<file path="src/cbpg_pkg.sv">
// Shared constants for the cubic Bezier point generator.
`default_nettype none
package cbpg_pkg;
    localparam int T_BITS   = 16;
    localparam int W_BITS   = 3 * T_BITS;          // weight fraction bits
    localparam int CNT_BITS = 6;
    localparam int T_W      = T_BITS + 1;          // t holds 1.0 exactly
endpackage
`default_nettype wire

</file>
<file path="src/cbpg_seq.sv">
// Point sequencer: walks i = 0..n for each accepted item.
`default_nettype none
module cbpg_seq (
    input  wire logic                          clk,
    input  wire logic                          rst_n,
    input  wire logic                          in_valid,
    output logic                               in_ready,
    input  wire logic [cbpg_pkg::CNT_BITS-1:0] n_in,
    input  wire logic                          hold,
    input  wire logic                          adv,
    output logic                               s_valid,
    output logic [cbpg_pkg::CNT_BITS-1:0]      s_idx,
    output logic [cbpg_pkg::CNT_BITS-1:0]      s_n,
    output logic                               s_last
);
    import cbpg_pkg::*;
    logic                busy_reg, busy_next;
    logic [CNT_BITS-1:0] idx_reg, idx_next;
    logic [CNT_BITS-1:0] n_reg, n_next;

    // Take a new item only once the previous one has cleared the head stages
    assign in_ready = !busy_reg && !hold;
    assign s_valid  = busy_reg;
    assign s_idx    = idx_reg;
    assign s_n      = n_reg;
    assign s_last   = (idx_reg == n_reg);

    // Load on accept, advance on issue, drop busy after the last point
    always_comb
    begin
        busy_next = busy_reg;
        idx_next  = idx_reg;
        n_next    = n_reg;
        if (in_ready && in_valid)
        begin
            busy_next = 1'b1;
            idx_next  = '0;
            n_next    = n_in;
        end
        else if (busy_reg && adv)
        begin
            if (s_last)
                busy_next = 1'b0;
            else
                idx_next = idx_reg + 1'b1;
        end
    end

    always_ff @(posedge clk or negedge rst_n)
    begin
        if (!rst_n)
        begin
            busy_reg <= 1'b0;
            idx_reg  <= '0;
            n_reg    <= '0;
        end
        else
        begin
            busy_reg <= busy_next;
            idx_reg  <= idx_next;
            n_reg    <= n_next;
        end
    end
endmodule
`default_nettype wire

</file>
<file path="config.mk">
export PLATFORM = sky130hd
export DESIGN_NAME = cbpg_seq
export DESIGN_NICKNAME = d
export VERILOG_FILES = /design/src/cbpg_pkg.sv /design/src/cbpg_seq.sv
export SDC_FILE = /design/constraint.sdc
export NUM_CORES = 1
export LEC_CHECK = 0
export BUFFER_PORTS_ARGS = -buffer_cell sky130_fd_sc_hd__buf_4
export CAP_MARGIN = 10
export CORE_MARGIN = 4
export CORE_UTILIZATION = 47
export CTS_CLUSTER_DIAMETER = 200
export DETAILED_ROUTE_END_ITERATION = 12
export GPL_TIMING_DRIVEN = 1
export HOLD_SLACK_MARGIN = 0.15
export PLACE_DENSITY = 0.76
export SYNTH_ARGS = -nofsm -noshare
export SYNTH_HDL_FRONTEND = slang
export SYNTH_SLANG_ARGS = --single-unit
export TNS_END_PERCENT = 100
</file>
<file path="constraint.sdc">
create_clock -name clk -period 1.8 [get_ports clk]
set_input_delay 0.54 -clock clk [delete_from_list [all_inputs] [get_ports clk]]
set_output_delay 0.54 -clock clk [all_outputs]
set_load 0.005 [all_outputs]
</file>
==> flow_summary_export.csv, run 1 <==
group,metric,value,unit
cts,worstSkewPairLatency,0.27,ns
place,place_inst,120,
grt,grtUsageTotal,19.34,%
timing,setup_viol,1,
setup_path,endpoint_kind,"primary output",
grt,grt-ovfl-total,0,
synth,syn_nets,88,
routing,drt_wl_total,1815,µm
synth,syn_avg_cell_area,9.549,µm²
timing,hold_viol_final,0,
timing,fmax,544.4,MHz
cells_and_area,finalNetCount,129,
routing,via_count,676,
grt,grt-busiest-layer,"met2",
synth,postSynthCellCount,76,
synth,ys_warn_count,0,
power_and_ir_drop,peakVddDrop,0.001072,V
floorplanning,start_util,52.49,%
routing,vias_per_cell,5.160,
setup_path,path_max_fanout,2,
timing,setup_ws,-0.03676,ns
grt,use_met3,4.215,%
timing,period_share,102.0,%
setup_path,cp.required,1.26,ns
setup_path,start_kind,"flip-flop",
cells_and_area,diodes,0,
setup_path,crit_type,"reg -> out",
grt,antenna_found_initial,0,
place,dp_hpwl,1265,µm
status,failed_checks,"negative setup slack",
cts,path_clk_slew,0.08,ns
floorplanning,die_y,47.30,µm
grt,grt_max_degree,14,
cts,cts_buffer_depth,2,
timing,period_minus_slack,1.837,ns
cts,cts_tree,"done",
grt,grt_use_met2,28.88,%
grt,grt_pass1_wl,3042,µm
floorplanning,pin_count,26,
cts,cts_buffers,3,
setup_path,arrival,1.30,ns
routing,first_pass_iters,4,
job,max-cap-violations,0,
synth,syn_area,725.7,µm²
cells_and_area,drive_above_1_share,42.24,%
timing,clock_skew,0.006735,ns
floorplanning,die_w,47.30,µm
timing,slew_headroom,85.06,%
timing,tightest_slew,0.2238,ns
power_and_ir_drop,p_leak,0.5387,nW
synth,ys_ff_latch,13,
routing,ant_nets,0,
floorplanning,core,1383,µm²
place,routabilityCongestion,0.7845,
routing,route.detailed.drc,0,
cells_and_area,final_util,77.47,%
place,io_buffers,25,
cells_and_area,fin_area,1071,µm²
synth,yosysSeqAreaShare,44.83,%
routing,dr.first_iter.drc_count,11,
place,placed_area,958.4,µm²
cells_and_area,instances_no_fill,131,
hold_path,min_path_type,"in -> reg",
cells_and_area,area_growth,47.59,%
power_and_ir_drop,power_density,1784,nW/µm²
cts,cts.sinks,13,
floorplanning,dieArea,2237,µm²
timing,drv_slew,0,
timing,rsz0062_at_grt,"true",
cts,htreeDepth,1,
floorplanning,rows,13,
grt,grtUsageMet1,26.53,%
cts,cts_root_buf,"clkbuf_4",
grt,grt_pass1_vias,705,
status,outcome,"finished with violations",
routing,wl_per_cell,13.85,µm
synth,synth.distinct_cells,25,
## critical path: stages (launching register included)
cell     delay, ns
dfrtp_1       0.40
xor2_1        0.17
or2_1         0.25
nor2_1        0.09
buf_4         0.11
## timing repair
| item | CTS | global route |
|---|---|---|
| gates cloned | 0 | 0 |
| gates resized for setup | 5 | 0 |
| setup endpoints to repair | 1 | 1 |
| setup buffers | 4 | 2 |
| hold endpoints to repair | 13 | 0 |
| hold buffers | 1 | 0 |
| pin swaps | 2 | 1 |
## synth_stat cells
cell       count  area, µm²
a2bb2oi_2      1      15.01
buf_6          1      11.26
dfrtp_1       13      325.3
ha_1           1      12.51
inv_1          5      18.77
mux2i_1        3      30.03
nand2_1       24      90.09
nand2_2        1      6.260
nand3_1        1      5.000
nand4_4        1      21.27
nor2_1         3      11.26
nor3_1         2      10.01
nor3b_1        1      7.510
nor3b_2        1      12.51
o211ai_1       1      7.510
o21ai_0        2      10.01
o21bai_4       1      18.77
o221ai_1       2      17.52
o22ai_1        1      6.260
o31ai_1        1      7.510
or2_1          1      6.260
or2b_1         1      7.510
or3_1          1      6.260
xnor2_1        5      43.79
xor2_1         2      17.52
## metal layers
metal | wire length (µm) | up-vias
met5 | 0 | -
met4 | 18 | 0
met3 | 118 | 4
met2 | 858 | 28
met1 | 820 | 311
li1 | - | 333
## sequential cells by signal (all words and copies together), names as in the netlist
| name | flops |
|---|---|
| s_idx | 6 |
| s_n | 6 |
| s_valid | 1 |
## power by group
group          switching, mW  leakage (nW)  total (mW)  internal (mW)
Sequential             0.157         0.162       0.581          0.424
Combinational          0.503         0.362        1.15          0.647
Clock                 0.0938        0.0150       0.180         0.0858
## stage by stage
stage / setup WS [ns] / power [mW] / hold WS [ns] / setup TNS (ns)
5_1_grt: -0.1180 / 2.060 / 0.4394 / -0.1180
2_1_floorplan: 0.1941 / 1.153 / 0.2444 / 0
3_5_place_dp: 0.1793 / 1.541 / 0.3943 / 0
3_3_place_gp: 0.2177 / 1.519 / 0.3954 / 0
4_1_cts: -0.04950 / 1.881 / 0.4438 / -0.04950
6_report: -0.03676 / 1.911 / 0.4501 / -0.03676
## logic make-up (layout without fill, tap and decap cells)
kind of cell    after synthesis  in the layout  synth area share, %
simple gates                 37             37                25.35
xor+xnor                      7              7                8.448
buf+inv                       6             46                4.138
flops                        13             13                44.83
mux                           3              3                4.138
fa+ha+maj                     1              1                1.724
compound gates                9              9                11.38
## cell usage in the layout, fill, tap and decap left out, drive strengths merged
cell         synthesis  layout
nor3                 2       2
xor2                 2       2
or2b                 1       1
nor2                 3       3
or2                  1       1
o21ai                2       2
nand4                1       1
o211ai               1       1
dfrtp               13      13
nand3                1       1
or3                  1       1
mux2i                3       3
ha                   1       1
o22ai                1       1
o221ai               2       2
nor3b                2       2
o21bai               1       1
buf                  1      36
clkbuf               0       4
inv                  5       5
xnor2                5       5
dlygate4sd3          0       1
nand2               25      25
a2bb2oi              1       1
o31ai                1       1
## path summary, 6_finish.rpt
kind	start	end	slack (ns)	cells after the start
min reg2reg	s_n[2]$_DFFE_PN0P_	s_n[2]$_DFFE_PN0P_	0.53	2
min	n_in[1]	s_n[1]$_DFFE_PN0P_	0.45	3
max	s_idx[2]$_DFFE_PN0P_	s_last	-0.04	4
min in group asynchronous	rst_n	s_valid$_DFFE_PN0P_	0.64	2
max reg2reg	s_idx[2]$_DFFE_PN0P_	s_idx[1]$_DFFE_PN0P_	0.19	6
max in group asynchronous	rst_n	s_idx[3]$_DFFE_PN0P_	0.99	2
## area by class of cell
type,count,area (µm²)
multi-input cells,57,400.4
inverters,5,18.77
well taps,15,18.77
repair buffers,37,280.3
flip-flops and latches,13,326.6
fillers,94,311.5
clock buffers,4,26.28
Note: power is estimated with default switching activity, not from simulation.
==> run 2: changes to the inputs <==
CORE_MARGIN = unset   (was 4)
SLEW_MARGIN = 0   (was unset)
clock period = 1.85 ns   (was 1.8 ns; I/O delays follow)
==> run 2 against run 1 <==
Compared with the run above: the run still ends with negative setup slack left; critical path depth unchanged; wire length shrank 1.2%; non-clock buffer count shrank 5; sequential power grew 3.6%; core utilization down 1.4 points; first-iteration DRC count increased by 27%; clock power is 4% higher; die area shrank 24%; critical path type unchanged; critical endpoint unchanged.
==> flow_summary_export.csv, run 2 (synthesis results as in run 1) <==
group,metric,value,unit
timing,clock_skew,0.008243,ns
floorplanning,rows,13,
grt,grtUsageTotal,25.56,%
cts,cts_tree,"done",
timing,fmax,511.6,MHz
status,failed_checks,"negative setup slack",
grt,grt_pass1_vias,555,
setup_path,arrival,1.40,ns
hold_path,min_path_type,"in -> reg",
place,dp_hpwl,1160,µm
routing,first_pass_iters,4,
timing,hold_viol_final,0,
timing,tightest_slew,0.4426,ns
cts,cts.sinks,13,
cells_and_area,drive_above_1_share,43.24,%
cells_and_area,finalNetCount,124,
grt,antenna_found_initial,0,
power_and_ir_drop,power_density,1745,nW/µm²
setup_path,r2r_end,"s_idx[4]$_DFFE_PN0P_",
timing,setup_viol,1,
routing,route.detailed.drc,0,
floorplanning,die_y,41.30,µm
setup_path,r2r_cells,5,
setup_path,crit_path_end,"s_last",
cts,cts_buffers,3,
floorplanning,start_util,53.11,%
cells_and_area,diodes,0,
grt,grt_pass1_wl,2642,µm
routing,via_count,654,
cells_and_area,fin_area,1040,µm²
place,routabilityCongestion,0.7482,
cts,worstSkewPairLatency,0.29,ns
setup_path,r2r-start,"s_idx[1]$_DFFE_PN0P_",
setup_path,crit_start,"s_idx[1]$_DFFE_PN0P_",
cts,cts_buffer_depth,2,
floorplanning,core,1366,µm²
timing,period_share,105.7,%
floorplanning,pin_count,26,
cells_and_area,layout_commonest_cell,"buf_4",
power_and_ir_drop,p_leak,0.5097,nW
setup_path,crit_type,"reg -> out",
routing,ant_nets,0,
routing,wl_per_cell,14.23,µm
power_and_ir_drop,peakVddDrop,0.0009916,V
routing,vias_per_cell,5.190,
cells_and_area,layout_common_cells,"31 x buf_4, 24 x nand2_1, 9 x dfrtp_1",
timing,rsz0062_at_grt,"true",
job,max-cap-violations,0,
timing,slew_headroom,70.37,%
cts,cts_root_buf,"clkbuf_4",
grt,grt_max_degree,14,
timing,period_minus_slack,1.955,ns
timing,final.setup.tns,-0.1048,ns
setup_path,rrSetupSlack,0.30,ns
status,outcome,"finished with violations",
place,placed_area,943.4,µm²
setup_path,endpoint_kind,"primary output",
cells_and_area,final_util,76.10,%
grt,grt-ovfl-total,0,
floorplanning,die_w,41.30,µm
cells_and_area,area_growth,43.28,%
setup_path,path_max_fanout,2,
place,dpl_worst_slack,0.09045,ns
timing,setup_ws,-0.1048,ns
routing,drt_wl_total,1793,µm
cts,htreeDepth,1,
floorplanning,dieArea,1705,µm²
cts,path_clk_slew,0.09,ns
setup_path,cp.required,1.29,ns
place,io_buffers,25,
setup_path,start_kind,"flip-flop",
timing,drv_slew,0,
routing,dr.first_iter.drc_count,14,
-- run 2: cell count changes in the layout (fill, tap and decap cells not counted) --
cell / before / now
buf_4: 36 / 31
dfrtp_1: 12 / 9
nor2_2: 0 / 1
dfrtp_2: 1 / 4
nor2_1: 3 / 2
-- run 2: power breakdown --
| part | leakage, nW | switching [mW] | internal (mW) |
|---|---|---|---|
| clock network | 0.0150 | 0.103 | 0.0839 |
| registers | 0.158 | 0.184 | 0.418 |
| logic | 0.337 | 0.459 | 0.567 |
| total | 0.510 | 0.745 | 1.07 |
-- run 2: worst min-delay path by stage --
stage                      endpoint  depth (start not counted)  startpoint  slack [ns]
5_1_grt          s_n[5]$_DFFE_PN0P_                          3     n_in[5]        0.46
4_1_cts          s_n[0]$_DFFE_PN0P_                          3     n_in[0]        0.45
3_3_place_gp    s_valid$_DFFE_PN0P_                          1       rst_n        0.41
2_1_floorplan  s_idx[0]$_DFFE_PN0P_                          0       rst_n        0.26
3_5_place_dp    s_valid$_DFFE_PN0P_                          1       rst_n        0.41
6_report         s_n[1]$_DFFE_PN0P_                          3     n_in[1]        0.45
-- run 2: per-stage QoR --
step	hold WS, ns	std cells	power, mW
3_3_place_gp	0.4096	118	1.443
4_1_cts	0.4532	124	1.747
3_5_place_dp	0.4114	118	1.465
2_1_floorplan	0.2594	76	1.122
6_report	0.4526	126	1.814
5_1_grt	0.4554	126	1.946
-- run 2: final cells by class --
cell class	count	area [µm²]
timing repair buffer	32	242.7
sequential	13	330.3
fill	100	326.6
clock buffer	4	26.28
multi-input combinational	57	402.9
tap	15	18.77
inverter	5	18.77
-- run 2: layer usage --
layer | wire length, µm | GRT usage, % | up-vias | part of all wire, %
li1 | - | - | 327 | -
met4 | 40 | 14.52 | 0 | 2.2
met1 | 764 | 33.00 | 293 | 43
met2 | 888 | 39.84 | 29 | 50
met3 | 99 | 4.787 | 5 | 5.5
met5 | 0 | 0 | - | 0
-- run 2: what timing repair did --
item                                    4_1_cts  5_1_grt
pin swaps                                     3        1
hold buffers                                  1        0
buffers inserted                              1        2
endpoints found under the setup margin        1        1
endpoints found under the hold margin        13        0
gates resized for setup                       6        3
-- run 2: critical path, cell delays in order, from the launching register on --
cell,delay [ns]
dfrtp_1,0.42
xor2_1,0.19
or2_1,0.27
nor2_2,0.11
buf_4,0.12
